## src/hw/rtl/ssq_pkg.sv

```systemverilog
// ----------------------------------------------------------------------------
// ssq_pkg: shared types and constants of the single-server wait queue
// Request, result, slot and command layouts, pointer step helper.
// ----------------------------------------------------------------------------
package ssq_pkg;

	localparam int DEPTH    = 128;
	localparam int PTR_W    = (DEPTH > 1) ? $clog2(DEPTH) : 1;
	localparam int CNT_W    = PTR_W + 1;
	localparam int ID_W     = 16;
	localparam int TICK_W   = 32;
	localparam int SVC_W    = 4;
	localparam int SUM_W    = 48;
	localparam int QCOUNT_W = 7;

	localparam logic [SUM_W-1:0] SUM_MAX = {SUM_W{1'b1}};

	typedef struct packed {
		logic             arrive;
		logic [SVC_W-1:0] service_len;
	} tick_t;

	typedef struct packed {
		logic                start_valid;
		logic [ID_W-1:0]     start_id;
		logic [TICK_W-1:0]   start_wait;
		logic [SUM_W-1:0]    wait_total;
		logic [SVC_W-1:0]    busy_left;
		logic [QCOUNT_W-1:0] queue_count;
		logic                overflow;
	} result_t;

	typedef struct packed {
		logic [ID_W-1:0]   id;
		logic [TICK_W-1:0] arrival;
		logic [SVC_W-1:0]  service;
	} slot_t;

	// Commands from the sequencer to the datapath
	typedef struct packed {
		logic capture;
		logic read;
		logic exec;
		logic accum;
	} ssq_cmd_t;

	// Step a ring pointer, wrapping at the last slot
	function automatic logic [PTR_W-1:0] ptr_adv(input logic [PTR_W-1:0] p);
		logic [PTR_W-1:0] nxt;
		if (p == PTR_W'(DEPTH - 1)) begin
			nxt = '0;
		end else begin
			nxt = p + 1'b1;
		end
		return nxt;
	endfunction

endpackage

```

## src/hw/rtl/ssq_ctrl.sv

```systemverilog
// ----------------------------------------------------------------------------
// ssq_ctrl: sequencer of the wait queue
// Steps each request through read, execute and accumulate, then holds the
// result until it is taken.
// ----------------------------------------------------------------------------
module ssq_ctrl (
	input  logic              clk,
	input  logic              arst_n,
	input  logic              tick_valid,
	output logic              tick_ready,
	output logic              result_valid,
	input  logic              result_ready,
	output ssq_pkg::ssq_cmd_t cmd
);
	import ssq_pkg::*;

	typedef enum logic [2:0] {
		ST_IDLE,
		ST_READ,
		ST_EXEC,
		ST_ACCUM,
		ST_OUT
	} state_t;

	state_t state_q;
	logic   ready_q;
	logic   valid_q;

	always_ff @(posedge clk or negedge arst_n) begin
		if (!arst_n) begin
			state_q <= ST_IDLE;
			ready_q <= 1'b1;
			valid_q <= 1'b0;
		end else begin
			case (state_q)
				ST_IDLE: begin
					if (tick_valid) begin
						state_q <= ST_READ;
						ready_q <= 1'b0;
					end
				end
				ST_READ: begin
					state_q <= ST_EXEC;
				end
				ST_EXEC: begin
					state_q <= ST_ACCUM;
				end
				ST_ACCUM: begin
					state_q <= ST_OUT;
					valid_q <= 1'b1;
				end
				ST_OUT: begin
					if (result_ready) begin
						state_q <= ST_IDLE;
						valid_q <= 1'b0;
						ready_q <= 1'b1;
					end
				end
				default: begin
					state_q <= ST_IDLE;
					ready_q <= 1'b1;
					valid_q <= 1'b0;
				end
			endcase
		end
	end

	assign tick_ready   = ready_q;
	assign result_valid = valid_q;

	assign cmd.capture = ready_q && tick_valid;
	assign cmd.read    = (state_q == ST_READ);
	assign cmd.exec    = (state_q == ST_EXEC);
	assign cmd.accum   = (state_q == ST_ACCUM);

endmodule

```

## config.mk

```make
export PLATFORM = sky130hd
export DESIGN_NAME = ssq_ctrl
export DESIGN_NICKNAME = d
export VERILOG_FILES = /design/src/hw/rtl/ssq_pkg.sv /design/src/hw/rtl/ssq_ctrl.sv
export SDC_FILE = /design/constraint.sdc
export NUM_CORES = 1
export LEC_CHECK = 0
export ABC_AREA = 1
export BUFFER_PORTS_ARGS = -buffer_cell sky130_fd_sc_hd__buf_4
export CAP_MARGIN = 20
export CORE_AREA = 2 2 39 41
export CTS_CLUSTER_SIZE = 24
export DETAILED_ROUTE_END_ITERATION = 12
export DIE_AREA = 0 0 41 43
export PLACE_DENSITY = 0.47
export SETUP_SLACK_MARGIN = 0.3
export SKIP_CTS_REPAIR_TIMING = 1
export SYNTH_ARGS = -nofsm -noshare
export SYNTH_HDL_FRONTEND = slang
export SYNTH_SLANG_ARGS = --single-unit
```

## constraint.sdc

```tcl
create_clock -name clk -period 1.3 [get_ports clk]
set_input_delay 0.13 -clock clk [delete_from_list [all_inputs] [get_ports clk]]
set_output_delay 0.13 -clock clk [all_outputs]
set_load 0.01 [all_outputs]
```

==> summary.txt <==
Clock network
  – CTS Buf Count: 3
  – H-tree depth: 1
  – CTS root buffer: clkbuf_4
  – Clock Tree Buf Depth: 2
  – Skew-Pair Late Insertion Delay: 0.24 ns
  – CTS tree: built
  – CTS Sinks: 5
  – Clock slew at reported path FFs: 0.04 ns

Global route
  – Gr usage total: 6.27%
  – Grt total ovfl: 0
  – Initial antenna violation count: 0
  – Vias in the first global route: 183
  – Largest net degree at the start of global routing: 6
  – First-pass GRT wire length: 683 um

Timing
  – RSZ-0062 raised after global routing: yes
  – Fin. Hold Viols: 0
  – Final period utilization: 90.7%
  – Final setup TNS: 0 ns
  – Slew headroom: 89.8%
  – Hold_ws: 0.189 ns
  – Max Transition Viols Final: 0
  – Max frequency: 848 MHz
  – Final setup violation count: 0
  – Worst Slack Setup Final: 0.121 ns
  – Fin crit period: 1.18 ns
  – Worst-Margin Slew: 0.152 ns
  – Final Skew: 0.00375 ns

Worst setup path
  – Critical path arrival: 1.05 ns
  – CP max stage delay: 0.45 ns
  – Worst r2r dst: result_valid$_DFFE_PN0P_
  – Worst Setup Path Type: reg2out
  – Reg2reg path depth: 6
  – Reg2reg start: state_q[2]$_DFFE_PN0P_
  – CP Cell Sequence: nor2_4, inv_2, nor2_2, buf_4
  – Type of origin of the critical path: flip-flop
  – Worst Setup End Kind: output port
  – Critical path's slowest cell: dfrtp_2
  – Required @ worst endpoint: 1.17 ns
  – CP max FO: 5
  – FF-to-FF setup slack: 0.35 ns

Power
  – Pleak: 0.228 nW
  – Worst VDD drop: 0.000821 V
  – Power Dens Cells: 2650 mW/mm2
  – Tot Pwr: 1.12 mW

Logic synthesis
  – Avg Cell Area, Syn: 7.81 um2
  – Sequential element share of the synthesized area: 49.0%
  – Post-synthesis cell count: 33
  – Synth Warn #: 0
  – Cell area after synthesis: 258 um2
  – Synthesized net count: 37
  – FF+latch count, synth: 5
  – Library cells used by synthesis: 11

Drt
  – WL final: 489 um
  – DRT Pass-1 Iters: 2
  – Iter 0 DRT Violations: 2
  – WL/cell: 7.52 um
  – Antenna-violating nets left: 0
  – Vias: 240
  – Vias per cell: 3.69
  – Drt drc: 0

Placed design
  – Cell Area, Placed: 345 um2
  – GP Congestion: 0.671
  – Pre-CTS setup slack: 0.318 ns
  – Placed cell count: 58
  – HPWL after DPL: 367 um
  – IO Port Bufs: 9

Job
  – Max-Cap Viols: 0

Floorplan
  – Die area: 0.00176 mm2
  – Die width: 41 um
  – Die H: 43 um
  – # IOs: 10
  – Std-Cell Core Area: 0.00138 mm2
  – Cell Rows: 14
  – Initial core utilization: 18.6%

Layout
  – N_diodes: 0
  – Share of post-route cells with drive strength above 1: 63.3%
  – Post-Layout Cell Count: 65
  – Area growth syn-to-layout: 63.6%
  – Design area: 422 um2
  – Fin util: 30.5%
  – Layout net count: 54

Min path
  – Hold crit path type: in2reg
  – Worst hold stages: 4
  – Hold path start: result_ready
  – Min-Delay Endpoint: state_q[2]$_DFFE_PN0P_

Outcome
  – Outcome: completed
routing by layer:
layer	share of wire (%)	GRT usage, %	vias up
li1	-	-	128
met1	47	8.88	105
met2	44	6.25	7
met3	9.0	1.57	0
met4	0	8.00	0
met5	0	0	-
worst max-delay path, delay by kind of cell, from the launching register on:
family	cells	cell delay (ns)
buf+inv	2	0.16
flops	1	0.45
simple gates	2	0.20
Yosys cell counts:
cell type	number	area share [%]
dfstp_2	1	10
inv_2	2	2.9
nand3_1	2	3.9
inv_1	6	8.7
nor2_1	4	5.8
nand2_1	7	10
o21ai_1	1	1.9
dfrtp_1	4	39
nand3_2	2	7.8
nand2_2	1	2.4
nor2_2	3	7.3
area by class of cell:
| class | count | area, um2 |
|---|---|---|
| Tap cell | 16 | 20.0 |
| Fill cell | 164 | 962 |
| Inverter | 8 | 30.0 |
| Sequential cell | 5 | 130 |
| Clock buffer | 4 | 26.3 |
| Timing Repair Buffer | 12 | 104 |
| Multi-Input combinational cell | 20 | 111 |
cell usage in the layout, fill, tap and decap left out, types with 2 or more instances in the layout:
cell | synthesis | final
nor2_1 | 4 | 2
inv_1 | 6 | 3
inv_2 | 2 | 5
clkbuf_4 | 0 | 3
nand2_1 | 7 | 7
buf_6 | 0 | 3
dfrtp_2 | 0 | 3
nand3_2 | 2 | 2
buf_4 | 0 | 8
nand3_1 | 2 | 2
nor2_2 | 3 | 4
report_power, final:
group / switching, mW / internal [mW]
registers: 0.110 / 0.259
clock network: 0.0584 / 0.116
logic: 0.270 / 0.303
total: 0.438 / 0.677
registers in the layout (all words and copies together), names as in the netlist:
| name | cells |
|---|---|
| tick_ready | 1 |
| state_q | 3 |
| result_valid | 1 |
worst max-delay path by stage:
stage / from / end / depth (start not counted)
floorplan: state_q[2]$_DFFE_PN0P_ / cmd[1] / 3
CTS: state_q[2]$_DFFE_PN0P_ / cmd[1] / 4
detailed placement: state_q[2]$_DFFE_PN0P_ / cmd[1] / 4
global placement: state_q[2]$_DFFE_PN0P_ / cmd[1] / 4
global route: state_q[0]$_DFFE_PN0P_ / cmd[1] / 4
finish: state_q[2]$_DFFE_PN0P_ / cmd[1] / 4
cell families (layout without fill, tap and decap cells):
family | Yosys count | after routing | share of synthesized area, %
flip-flops | 5 | 5 | 49.0
AND/OR/NAND/NOR | 19 | 19 | 37.4
AO/OA/AOI/OAI | 1 | 1 | 1.94
buffers and inverters | 8 | 24 | 11.7
Note: power is estimated with default switching activity, not from simulation.
